### config.mk
export PLATFORM = sky130hd
export DESIGN_NAME = h264_nal_fu_a_fragmenter
export DESIGN_NICKNAME = d
export VERILOG_FILES = /design/src/sv/nfu_pkg.sv /design/src/sv/nfu_front.sv /design/src/sv/nfu_queue.sv /design/src/sv/nfu_back.sv /design/src/sv/h264_nal_fu_a_fragmenter.sv
export SDC_FILE = /design/constraint.sdc
export NUM_CORES = 1
export LEC_CHECK = 0
export BUFFER_PORTS_ARGS = -buffer_cell sky130_fd_sc_hd__buf_2
export CORE_MARGIN = 2
export CORE_UTILIZATION = 50
export DETAILED_ROUTE_END_ITERATION = 16
export PLACE_DENSITY = 0.68
export RECOVER_POWER = 50
export SLEW_MARGIN = 20
export SYNTH_ARGS = -nofsm -noshare
export SYNTH_HDL_FRONTEND = slang
export SYNTH_SLANG_ARGS = --single-unit
### constraint.sdc
create_clock -name clk_i -period 8 [get_ports clk_i]
set_input_delay 1.2 -clock clk_i [delete_from_list [all_inputs] [get_ports clk_i]]
set_output_delay 1.2 -clock clk_i [all_outputs]
set_load 0.05 [all_outputs]
### src/sv/nfu_pkg.sv
// shared types and constants for the nal unit fu-a fragmenter
// no dependencies, used by every module of the block
package nfu_pkg;

  localparam logic [15:0] MaxPayloadReset = 16'd1400;
  localparam logic [15:0] MinPayload      = 16'd3;
  localparam logic [15:0] FuHdrBytes      = 16'd2;
  localparam int unsigned MinUnitLen      = 5;
  localparam int unsigned StartCodeLen    = 3;

  localparam logic [7:0] NriMask  = 8'h60;
  localparam logic [7:0] TypeMask = 8'h1f;
  localparam logic [7:0] FuTypeA  = 8'd28;
  localparam logic [7:0] FuStart  = 8'h80;
  localparam logic [7:0] FuEnd    = 8'h40;

  // byte position within a unit, saturating once past the first data byte
  localparam logic [2:0] IdxHeader    = 3'd3;
  localparam logic [2:0] IdxFirstData = 3'd4;
  localparam logic [2:0] IdxBeyond    = 3'd5;

  localparam int unsigned QDepth = 4;
  localparam int unsigned QPtrW  = 2;
  localparam int unsigned QCntW  = 3;

  // one payload byte, optionally preceded by an fu indicator and fu header
  typedef struct packed {
    logic       with_fu;
    logic [7:0] fu_ind;
    logic [7:0] fu_hdr;
    logic [7:0] data;
    logic       start;
    logic       fin;
    logic       marker;
  } cmd_t;

endpackage

### src/sv/nfu_front.sv
// front end: tracks the nal unit, strips the start code and decides fragmentation
// depends on nfu_pkg, feeds one request per payload byte into nfu_queue
module nfu_front #(
  parameter int LENGTH_WIDTH = 16
) (
  input  logic               clk_i,
  input  logic               rst_ni,
  input  logic               take_i,
  input  logic [7:0]         data_byte_i,
  input  logic               first_byte_i,
  input  logic [15:0]        nal_length_i,
  input  logic               access_unit_end_i,
  input  logic [15:0]        max_payload_i,
  output logic               push_o,
  output nfu_pkg::cmd_t      cmd_o
);

  localparam int CW = (LENGTH_WIDTH > 16) ? LENGTH_WIDTH : 16;
  localparam logic [CW-1:0] LenMask = CW'({LENGTH_WIDTH{1'b1}});

  logic [2:0]              idx_q, idx_d;
  logic [7:0]              hdr_q, hdr_d;
  logic                    frag_q, frag_d;
  logic [LENGTH_WIDTH-1:0] fill_q, fill_d;
  logic [LENGTH_WIDTH-1:0] left_q, left_d;
  logic                    drop_q, drop_d;
  logic                    au_q, au_d;

  logic [CW-1:0]           len_w, left_w, mp_w, fsz_w, fill_w;
  logic [15:0]             mp, fsz;
  logic [LENGTH_WIDTH-1:0] fill_inc;
  logic                    is_final, end_frag;

  always_comb begin
    len_w    = CW'(nal_length_i) & LenMask;
    mp       = (max_payload_i < nfu_pkg::MinPayload) ? nfu_pkg::MinPayload : max_payload_i;
    fsz      = mp - nfu_pkg::FuHdrBytes;
    mp_w     = CW'(mp);
    fsz_w    = CW'(fsz);
    left_w   = CW'(left_q);
    fill_inc = fill_q + LENGTH_WIDTH'(1);
    fill_w   = CW'(fill_inc);
    is_final = (left_q == LENGTH_WIDTH'(1));
    end_frag = is_final || (fill_w >= fsz_w);

    idx_d  = idx_q;
    hdr_d  = hdr_q;
    frag_d = frag_q;
    fill_d = fill_q;
    left_d = left_q;
    drop_d = drop_q;
    au_d   = au_q;
    push_o = 1'b0;
    cmd_o  = '0;

    if (take_i) begin
      if (first_byte_i) begin
        idx_d  = 3'd1;
        fill_d = '0;
        frag_d = 1'b0;
        hdr_d  = '0;
        au_d   = access_unit_end_i;
        if (len_w < CW'(nfu_pkg::MinUnitLen)) begin
          drop_d = 1'b1;
          left_d = '0;
        end else begin
          drop_d = 1'b0;
          left_d = LENGTH_WIDTH'(len_w - CW'(nfu_pkg::StartCodeLen));
        end
      end else if (!drop_q && (left_q != '0)) begin
        if (idx_q < nfu_pkg::IdxHeader) begin
          // still inside the start code
          idx_d = idx_q + 3'd1;
        end else begin
          left_d = left_q - LENGTH_WIDTH'(1);
          if (idx_q == nfu_pkg::IdxHeader) begin
            hdr_d = data_byte_i;
            idx_d = nfu_pkg::IdxFirstData;
            if (left_w > mp_w) begin
              // header consumed; nri goes to fu indicators, type to fu headers
              frag_d = 1'b1;
            end else begin
              frag_d       = 1'b0;
              push_o       = 1'b1;
              cmd_o.data   = data_byte_i;
              cmd_o.start  = 1'b1;
              cmd_o.fin    = is_final;
              cmd_o.marker = is_final && au_q;
            end
          end else begin
            idx_d = (idx_q == nfu_pkg::IdxBeyond) ? idx_q : idx_q + 3'd1;
            push_o     = 1'b1;
            cmd_o.data = data_byte_i;
            if (!frag_q) begin
              cmd_o.fin    = is_final;
              cmd_o.marker = is_final && au_q;
            end else begin
              cmd_o.with_fu = (fill_q == '0);
              cmd_o.fu_ind  = (hdr_q & nfu_pkg::NriMask) | nfu_pkg::FuTypeA;
              cmd_o.fu_hdr  = (hdr_q & nfu_pkg::TypeMask)
                            | ((idx_q == nfu_pkg::IdxFirstData) ? nfu_pkg::FuStart : 8'h00)
                            | ((left_w <= fsz_w) ? nfu_pkg::FuEnd : 8'h00);
              cmd_o.fin     = end_frag;
              cmd_o.marker  = end_frag && is_final && au_q;
              fill_d        = end_frag ? '0 : fill_inc;
            end
          end
        end
      end
    end
  end

  always_ff @(posedge clk_i or negedge rst_ni) begin
    if (!rst_ni) begin
      idx_q  <= '0;
      hdr_q  <= '0;
      frag_q <= 1'b0;
      fill_q <= '0;
      left_q <= '0;
      drop_q <= 1'b0;
      au_q   <= 1'b0;
    end else begin
      idx_q  <= idx_d;
      hdr_q  <= hdr_d;
      frag_q <= frag_d;
      fill_q <= fill_d;
      left_q <= left_d;
      drop_q <= drop_d;
      au_q   <= au_d;
    end
  end

endmodule

### src/sv/nfu_queue.sv
// short request queue between front and back end
// depends on nfu_pkg for the request type and depth
module nfu_queue (
  input  logic          clk_i,
  input  logic          rst_ni,
  input  logic          push_i,
  input  nfu_pkg::cmd_t cmd_i,
  output logic          full_o,
  output logic          valid_o,
  output nfu_pkg::cmd_t head_o,
  input  logic          pop_i
);

  nfu_pkg::cmd_t                   mem_q [nfu_pkg::QDepth];
  logic [nfu_pkg::QPtrW-1:0]       wr_q, rd_q;
  logic [nfu_pkg::QCntW-1:0]       cnt_q, cnt_d;

  assign full_o  = (cnt_q == nfu_pkg::QCntW'(nfu_pkg::QDepth));
  assign valid_o = (cnt_q != '0);
  assign head_o  = mem_q[rd_q];

  always_comb begin
    cnt_d = cnt_q;
    if (push_i && !pop_i) cnt_d = cnt_q + 1'b1;
    else if (pop_i && !push_i) cnt_d = cnt_q - 1'b1;
  end

  always_ff @(posedge clk_i) begin
    if (push_i) mem_q[wr_q] <= cmd_i;
  end

  always_ff @(posedge clk_i or negedge rst_ni) begin
    if (!rst_ni) begin
      wr_q  <= '0;
      rd_q  <= '0;
      cnt_q <= '0;
    end else begin
      if (push_i) wr_q <= wr_q + 1'b1;
      if (pop_i) rd_q <= rd_q + 1'b1;
      cnt_q <= cnt_d;
    end
  end

  a_no_overflow: assert property (@(posedge clk_i) disable iff (!rst_ni)
    push_i |-> !full_o) else $error("push into full queue");
  a_no_underflow: assert property (@(posedge clk_i) disable iff (!rst_ni)
    pop_i |-> valid_o) else $error("pop from empty queue");

endmodule

### src/sv/nfu_back.sv
// back end: emits each data byte, after fu indicator and fu header if with_fu
// depends on nfu_pkg, drains nfu_queue into a registered output stage
module nfu_back (
  input  logic          clk_i,
  input  logic          rst_ni,
  input  logic          q_valid_i,
  input  nfu_pkg::cmd_t q_head_i,
  output logic          q_pop_o,
  output logic          out_valid_o,
  input  logic          out_stall_i,
  output logic [7:0]    out_byte_o,
  output logic          packet_start_o,
  output logic          packet_end_o,
  output logic          marker_o,
  output logic          last_o
);

  localparam logic [1:0] PhLead  = 2'd0;
  localparam logic [1:0] PhFuHdr = 2'd1;
  localparam logic [1:0] PhData  = 2'd2;

  logic [1:0] ph_q, ph_d;
  logic       vld_q, vld_d;
  logic [7:0] byte_q, byte_d;
  logic       start_q, start_d, end_q, end_d, mark_q, mark_d, last_q, last_d;
  logic       emit;

  assign emit = q_valid_i && (!vld_q || !out_stall_i);

  always_comb begin
    ph_d    = ph_q;
    vld_d   = vld_q && out_stall_i;
    byte_d  = byte_q;
    start_d = start_q;
    end_d   = end_q;
    mark_d  = mark_q;
    last_d  = last_q;
    q_pop_o = 1'b0;
    if (emit) begin
      vld_d = 1'b1;
      if (q_head_i.with_fu && (ph_q == PhLead)) begin
        byte_d  = q_head_i.fu_ind;
        start_d = 1'b1;
        end_d   = 1'b0;
        mark_d  = 1'b0;
        last_d  = 1'b0;
        ph_d    = PhFuHdr;
      end else if (q_head_i.with_fu && (ph_q == PhFuHdr)) begin
        byte_d  = q_head_i.fu_hdr;
        start_d = 1'b0;
        end_d   = 1'b0;
        mark_d  = 1'b0;
        last_d  = 1'b0;
        ph_d    = PhData;
      end else begin
        byte_d  = q_head_i.data;
        start_d = q_head_i.start;
        end_d   = q_head_i.fin;
        mark_d  = q_head_i.marker;
        last_d  = 1'b1;
        ph_d    = PhLead;
        q_pop_o = 1'b1;
      end
    end
  end

  always_ff @(posedge clk_i or negedge rst_ni) begin
    if (!rst_ni) begin
      ph_q  <= PhLead;
      vld_q <= 1'b0;
    end else begin
      ph_q  <= ph_d;
      vld_q <= vld_d;
    end
  end

  always_ff @(posedge clk_i) begin
    byte_q  <= byte_d;
    start_q <= start_d;
    end_q   <= end_d;
    mark_q  <= mark_d;
    last_q  <= last_d;
  end

  assign out_valid_o    = vld_q;
  assign out_byte_o     = byte_q;
  assign packet_start_o = start_q;
  assign packet_end_o   = end_q;
  assign marker_o       = mark_q;
  assign last_o         = last_q;

  a_phase_needs_fu: assert property (@(posedge clk_i) disable iff (!rst_ni)
    (ph_q != PhLead) |-> (q_valid_i && q_head_i.with_fu))
    else $error("fu phase without a fragment request");
  a_pop_on_data: assert property (@(posedge clk_i) disable iff (!rst_ni)
    q_pop_o |=> (vld_q && last_q && (ph_q == PhLead)))
    else $error("request popped before its data byte went out");
  a_marker_at_end: assert property (@(posedge clk_i) disable iff (!rst_ni)
    (vld_q && mark_q) |-> (end_q && last_q))
    else $error("marker away from packet end");

endmodule

### src/sv/h264_nal_fu_a_fragmenter.sv
// top level of the h.264 nal unit fu-a fragmenter
// depends on nfu_pkg, nfu_front, nfu_queue and nfu_back
//
// usage: nal unit bytes, led by a 3-byte start code, enter on the input
// channel (in_valid_i / in_stall_o) one per cycle unless in_stall_o is high;
// first_byte_i marks the first start-code byte and carries nal_length_i and
// access_unit_end_i. payload bytes leave on the output channel (out_valid_o /
// out_stall_i) with packet_start_o, packet_end_o, marker_o and last_o flags.
// max_payload is written over cfg_valid_i / cfg_ready_o / cfg_data_i; ready
// is always high, writes belong to idle periods.
// an accepted byte's result is registered in the request queue and then in
// the output register; the first byte of a fragment follows its fu
// indicator and fu header. the output carries one byte per cycle while
// out_stall_i is low; each fragment adds output slots for its fu indicator
// and fu header, which the 4-entry request queue turns into input stall
// once it has filled.
// reset clears all unit tracking, empties the queue and loads max_payload
// with 1400. when the receiver stalls, the output register holds and the
// queue fills, after which in_stall_o rises.
module h264_nal_fu_a_fragmenter #(
  parameter int LENGTH_WIDTH = 16
) (
  input  logic        clk_i,
  input  logic        rst_ni,
  input  logic        in_valid_i,
  output logic        in_stall_o,
  input  logic [7:0]  data_byte_i,
  input  logic        first_byte_i,
  input  logic [15:0] nal_length_i,
  input  logic        access_unit_end_i,
  output logic        out_valid_o,
  input  logic        out_stall_i,
  output logic [7:0]  out_byte_o,
  output logic        packet_start_o,
  output logic        packet_end_o,
  output logic        marker_o,
  output logic        last_o,
  input  logic        cfg_valid_i,
  output logic        cfg_ready_o,
  input  logic [15:0] cfg_data_i
);

  logic [15:0]   max_payload_q;
  logic          q_full, q_valid, q_pop, push, take;
  nfu_pkg::cmd_t cmd, head;

  assign cfg_ready_o = 1'b1;
  assign in_stall_o  = q_full;
  assign take        = in_valid_i && !q_full;

  always_ff @(posedge clk_i or negedge rst_ni) begin
    if (!rst_ni) begin
      max_payload_q <= nfu_pkg::MaxPayloadReset;
    end else if (cfg_valid_i && cfg_ready_o) begin
      max_payload_q <= cfg_data_i;
    end
  end

  nfu_front #(
    .LENGTH_WIDTH(LENGTH_WIDTH)
  ) u_front (
    .clk_i            (clk_i),
    .rst_ni           (rst_ni),
    .take_i           (take),
    .data_byte_i      (data_byte_i),
    .first_byte_i     (first_byte_i),
    .nal_length_i     (nal_length_i),
    .access_unit_end_i(access_unit_end_i),
    .max_payload_i    (max_payload_q),
    .push_o           (push),
    .cmd_o            (cmd)
  );

  nfu_queue u_queue (
    .clk_i  (clk_i),
    .rst_ni (rst_ni),
    .push_i (push),
    .cmd_i  (cmd),
    .full_o (q_full),
    .valid_o(q_valid),
    .head_o (head),
    .pop_i  (q_pop)
  );

  nfu_back u_back (
    .clk_i         (clk_i),
    .rst_ni        (rst_ni),
    .q_valid_i     (q_valid),
    .q_head_i      (head),
    .q_pop_o       (q_pop),
    .out_valid_o   (out_valid_o),
    .out_stall_i   (out_stall_i),
    .out_byte_o    (out_byte_o),
    .packet_start_o(packet_start_o),
    .packet_end_o  (packet_end_o),
    .marker_o      (marker_o),
    .last_o        (last_o)
  );

endmodule
Word-level counts from Yosys, hierarchy flattened
Memories as Yosys holds them, arrays and structs flattened.
Cells that the tools add are included.
{ "classes": {"mux": 58, "reduce_logical": 33, "n_eq_ne": 9, "addsub": 9, "order_cmp": 6, "bitwise_logic": 2} }
{ "ops": {"columns": ["op", "count"], "rows": [
  ["$mux 16", 11],
  ["$mux 28", 4],
  ["$mux 7", 5],
  ["$mux 17", 2],
  ["$mux 8", 4],
  ["$sub 16x2->16 const B", 2],
  ["$mux 3", 7],
  ["$mux 1", 20],
  ["$add 16x1->16 const B", 1],
  ["$eq 16x1->1 const B", 1],
  ["$ge 16x16->1", 1],
  ["$gt 16x16->1", 1],
  ["$le 16x16->1", 1],
  ["$logic_not 16->1", 1],
  ["$lt 16x2->1 const B", 1],
  ["$lt 16x3->1 const B", 1],
  ["$reduce_bool 16->1", 1],
  ["$sub 16x1->16 const B", 1],
  ["$logic_and 1x1->1", 11],
  ["$mux 11", 1],
  ["$eq 3x3->1 const B", 3],
  ["$mux 2", 4],
  ["$or 5x8->8", 1],
  ["$or 8x8->8", 1],
  ["other kinds (18)", 31]
]} }
{ "totals": {"output_inout_bits": 15, "in_bits": 47, "elab_cells": 136, "ramBits": 112, "memories": 1, "ff_bits": 83} }
{ "mem_list": {"columns": ["name", "words", "word_bits", "read_ports", "rd_ports_with_merged_regs", "write_ports", "line", "rtl"], "rows": [
  ["u_queue.mem_q", 4, 28, 1, 0, 1, "nfu_queue.sv:14", "nfu_pkg::cmd_t mem_q [nfu_pkg::QDepth];"]
]} }

Longest topological paths before layout
{ "logic_depth": {"word_depth": 13, "depth_mapped": 19, "mapped_depth_nobuf": 18} }

Modules after synthesis
A second synthesis with hierarchy kept.
{ "hier_totals": {"hier_cells": 843, "area_unflattened_um2": 10525.1} }
{ "by_module_without_submodules": {"columns": ["mod", "area_each_um2", "n_inst", "seq_area_each_um2", "cells_per_inst"], "rows": [
  ["nfu_front", 4631.9, 1, 1126.1, 581],
  ["nfu_queue", 4436.8, 1, 3538.4, 180],
  ["nfu_back", 782.0, 1, 435.4, 45],
  ["h264_nal_fu_a_fragmenter", 674.4, 1, 407.9, 37]
]} }

Least setup slack after synthesis
No wires, ideal clock.
{ "synth_path": {"path_type": "reg-to-reg", "startpoint": "register max_payload_q[1]", "endpoint": "register u_queue.cnt_q[2] (netlist bit)", "period_less_slack_ns": 4.083, "slack_ns": 3.917, "setup_time_ns": 0.079, "t_required_ns": 7.921, "stages_incl_launch_ff": 20, "path_buffers": 1, "arrival_time_ns": 4.004, "cell_sequence": "dfrtp_1 -> a2111oi_2 -> nand4_1 -> nand2b_1 -> inv_1 -> ha_1 -> o21bai_1 -> a21o_1 -> a21oi_1 -> o21ai_0 -> nand2_1 -> nand3_1 -> a311oi_1 -> clkbuf_1 -> ha_1 -> inv_1 -> fa_1 -> xor2_1 -> nor2_1 -> xor2_1"} }
{ "synth_via": {"elab_chain_cells": 12, "elab_cells_between_ends": 14, "classes_between": "order compare: 2; mux: 8; reduce/logical: 4"} }
{ "synth_rtl": {"columns": ["item", "line", "rtl"], "rows": [
  ["start, declared", "h264_nal_fu_a_fragmenter.sv:43", "logic [15:0] max_payload_q;"],
  ["start signal, assigned", "h264_nal_fu_a_fragmenter.sv:53", "max_payload_q <= nfu_pkg::MaxPayloadReset;"],
  ["start signal, assigned", "h264_nal_fu_a_fragmenter.sv:55", "max_payload_q <= cfg_data_i;"],
  ["$lt 16x2->1", "nfu_front.sv:36", "mp = (max_payload_i < nfu_pkg::MinPayload) ? nfu_pkg::MinPayload : max_payload_i;"],
  ["$mux 16 (*)", "nfu_front.sv:36", null],
  ["$gt 16x16->1 (*)", "nfu_front.sv:79", "if (left_w > mp_w) begin"],
  ["$mux 1 (*)", "nfu_front.sv:79", null],
  ["$mux 1 (*)", "nfu_front.sv:76", "if (idx_q == nfu_pkg::IdxHeader) begin"],
  ["$mux 1 (*)", "nfu_front.sv:71", "if (idx_q < nfu_pkg::IdxHeader) begin"],
  ["$mux 1 (*)", "nfu_front.sv:70", "end else if (!drop_q && (left_q != '0)) begin"],
  ["$mux 1 (*)", "nfu_front.sv:57", "if (first_byte_i) begin"],
  ["$mux 1 (*)", "nfu_front.sv:56", "if (take_i) begin"],
  ["net push", "h264_nal_fu_a_fragmenter.sv:44", "logic q_full, q_valid, q_pop, push, take;"],
  ["$logic_not 1->1", "nfu_queue.sv:25", "else if (pop_i && !push_i) cnt_d = cnt_q - 1'b1;"],
  ["$logic_and 1x1->1", "nfu_queue.sv:25", null],
  ["$reduce_bool 2->1 (no line)", null, null],
  ["end signal, assigned", "nfu_queue.sv:40", "cnt_q <= cnt_d;"],
  ["end, declared", "nfu_queue.sv:16", "logic [nfu_pkg::QCntW-1:0] cnt_q, cnt_d;"]
]} }
The timed path passes the listed nets; every way through them passes the cells marked *.
A chain may end at the register's enable or synchronous reset.

Final worst setup path
{ "layout_path": {"startpoint": "input port nal_length_i[9]", "endpoint": "register u_front.left_q[9]"} }
{ "layout_via": {"elab_chain_cells": 3, "elab_cells_between_ends": 4, "classes_between": "add/sub: 1; order compare: 1; mux: 2"} }
{ "layout_rtl": {"columns": ["item", "line", "rtl"], "rows": [
  ["start, declared", "h264_nal_fu_a_fragmenter.sv:29", "input logic [15:0] nal_length_i,"],
  ["$sub 16x2->16 / $lt 16x3->1 (equally long branches)", "nfu_front.sv:68, nfu_front.sv:63", null],
  ["$mux 16 (*)", "nfu_front.sv:63", "if (len_w < CW'(nfu_pkg::MinUnitLen)) begin"],
  ["$mux 16 (*)", "nfu_front.sv:57", null],
  ["end signal, assigned", "nfu_front.sv:127", "left_q <= left_d;"],
  ["end, declared", "nfu_front.sv:25", "logic [LENGTH_WIDTH-1:0] left_q, left_d;"]
]} }
Mark *: on every way between the ends. The rest lies on a longest branch, timed or not.

==> metrics <==
routed wire length ~21000 µm; Fillers around 1500; Gates resized, CTS repair 0; Slew @ Worst Pin around 4100 ps; Initial Utilization about 50%; hold buffers post-CTS 0; Critical Path AT about 5100 ps; Worst setup EP type flop; global-route total usage across every layer between 20 and 25%; CTS buffer count 17; fin crit period 4780 ps; DRC viols 0; postcts setup bufs 0; Max Clock Skew between 10 and 15 ps; critical path required time around 8300 ps; IO Pins 62; fmax 209 MHz; commonest cells in the netlist 100 x edfxtp_1, 74 x nand2_1, 65 x dfrtp_1, 59 x ha_1, 56 x o21ai_0; First DRT Iteration DRCs approximately 400; # rows 49; HPWL after DPL roughly 14000 µm; First-pass DRT Iterations 7; ANT cells 0; most frequent cell after synthesis edfxtp_1; Tcrit/Tclk final about three fifths; RSZ-0062 raised after global routing false; fin cells 1093; placed insts 1061; share of cells above drive strength 1 between 15 and 20%; Synth cell types 70; core area approximately 18000 µm²; Root Buffer Master clkbuf_16; Post-synth EDFFs 100; area grow syn2layout 11.5%; first-pass GRT wire length about 35000 µm; fin nets 958; final setup fails 0; Synth Register Bits between 150 and 200; RD Place Congestion 0.957; Worst slew margin -175%; Worst Setup Path Type input port to flop; Async S/R FF share, synth between 40% and 50%; largest net degree at the start of global routing slightly above 70; Longest Clk Path Bufs 2; WL per Instance 19.2 µm; Final Slew Violations 84; grt total ovfl 0; Pwr per Cell Area 306 nW/µm²; CP max FO 11; Design Power about 3.2 mW; share of the synthesized area in the top cell type approximately 32%; post-synth net total between 900 and 1000; initial antenna violation count 0; largest cells by area after synthesis edfxtp_1 32%, dfrtp_1 18%, ha_1 8.0%; total number of vias 6449; CTS H-tree depth 4; failing checks capacitance limit, slew limit; clock slew at reported path FFs roughly 70 ps; Peak VDD IR 180 µV; Post-Syn Area per Cell 11.7 µm²; Worst Hold Class flop to flop; clock latency on the worst-skew pair 440 ps; Final ANT Viol Nets 0; Yosys top cell by area edfxtp_1; Port Buffers 60; leak pwr about 4.1 nW; CP startpoint kind input port; die width about 140 µm; vias per cell between 5 and 6; status finished, violations left; post-synth design cell area 9290 µm²; vias in the first global route 6743; MaxCap Viol Count 2; Die Footprint 19700 µm²; sequential element share of the synthesized area 51.6%; cell count after synthesis a little under 800; final hold vios 0; Vert. Die Dim about 140 µm; CTS tree done; setup_tns 0 ps; main flop type after synthesis edfxtp_1; Ys Warns 0; # clock sinks approximately 170
[critical path, cell delays in order]
cell and delay, ps:
buf_2 110, or4_4 550, nor4_2 210, or3b_1 390, a2111oi_0 1930, nor2_1 290
a22oi_1 240, o21ai_0 140
[sequential cells by signal, summed over array words and instances (netlist names), 2 cells and up]
register           count
u_front.left_q        16
u_front.idx_q          3
u_queue.mem_q         88
max_payload_q         16
u_front.hdr_q          7
u_queue.rd_q           2
u_queue.cnt_q          3
u_queue.wr_q           2
u_front.fill_q        16
u_back.ph_q            2
u_back.out_byte_o      8
[worst paths after layout]
check | to | start | cells after the start | slack [ps]
setup / recovery | u_front.left_q[9]$_DFFE_PN0P_ | nal_length_i[9] | 8 | 3220
hold / removal | u_back.out_valid_o$_DFF_PN0_ | u_back.out_valid_o$_DFF_PN0_ | 2 | 490
setup reg to reg | u_front.fill_q[6]$_DFFE_PN0P_ | max_payload_q[1]$_DFFE_PN0P_ | 16 | 3400
hold reg to reg | u_back.out_valid_o$_DFF_PN0_ | u_back.out_valid_o$_DFF_PN0_ | 2 | 490
max in group asynchronous | u_front.left_q[11]$_DFFE_PN0P_ | rst_ni | 2 | 3370
min in group asynchronous | u_front.fill_q[12]$_DFFE_PN0P_ | rst_ni | 2 | 2330
[layout make-up]
class                   instances  area (µm²)  share of cell area [%]
repair buffers                 68         327                    3.15
inverters                      37         139                    1.34
well taps                     229         287                    2.77
multi-input cells             556        4230                    40.9
clock inverters                15         156                    1.51
clock buffers                  17         425                    4.11
flip-flops and latches        171        4790                    46.2
[cell usage in the layout, fill, tap and decap left out, drive strengths merged, types with 6 or more instances in the layout]
master / Yosys / final
ha: 59 / 59
dfstp: 6 / 6
a21o: 13 / 13
nor2b: 7 / 7
nand2: 74 / 74
dfrtp: 65 / 65
nor2: 30 / 30
o21ai: 59 / 59
buf: 9 / 49
clkinv: 0 / 9
clkbuf: 21 / 36
o211ai: 8 / 8
a21oi: 30 / 30
a32o: 7 / 7
edfxtp: 100 / 100
nor3: 25 / 25
or3: 7 / 7
xor2: 12 / 12
nor4: 10 / 10
a31oi: 6 / 6
nand4: 12 / 12
xnor2: 34 / 34
and2: 25 / 25
nand2b: 12 / 12
mux4: 22 / 22
nand3: 28 / 28
a22o: 7 / 7
inv: 37 / 43
[power breakdown]
group / internal, mW / switching (mW)
Combinational: 0.425 / 0.649
Clock: 0.416 / 0.384
Sequential: 1.13 / 0.171
[per-stage QoR]
step                      worst slack (ps)  instance area (µm²)  hold WS (ps)  utilization [%]
after floorplan                       3920                 9290           437                -
after global placement                3670                 9810           469             54.3
after detailed placement              3440                 9820           479             54.3
after CTS                             3400                10400           497             57.5
after global routing                  2610                10400           512             57.2
final                                 3220                10400           494             57.2
[routing by layer]
metal  wire [µm]  vias up  global-route usage, %
met3         827       25                   3.45
met5           0        -                      0
met1        9310     3185                   29.4
li1            -     3074                      -
met4         334        0                   7.55
met2       10500      165                   38.6
[cell families (layout without fill, tap and decap cells)]
logic type,after synthesis,in the layout,synth area share (%)
and+or+nand+nor,251,251,14.5
DFF,171,171,51.6
AOI/OAI and AO/OA,164,164,11.7
buffers and inverters,67,137,2.86
adders and majority gates,63,63,8.50
xor gates and xnor gates,47,47,4.58
muxes,30,30,6.25
other,1,1,0.0404
Power figures use the tool's default switching activity.
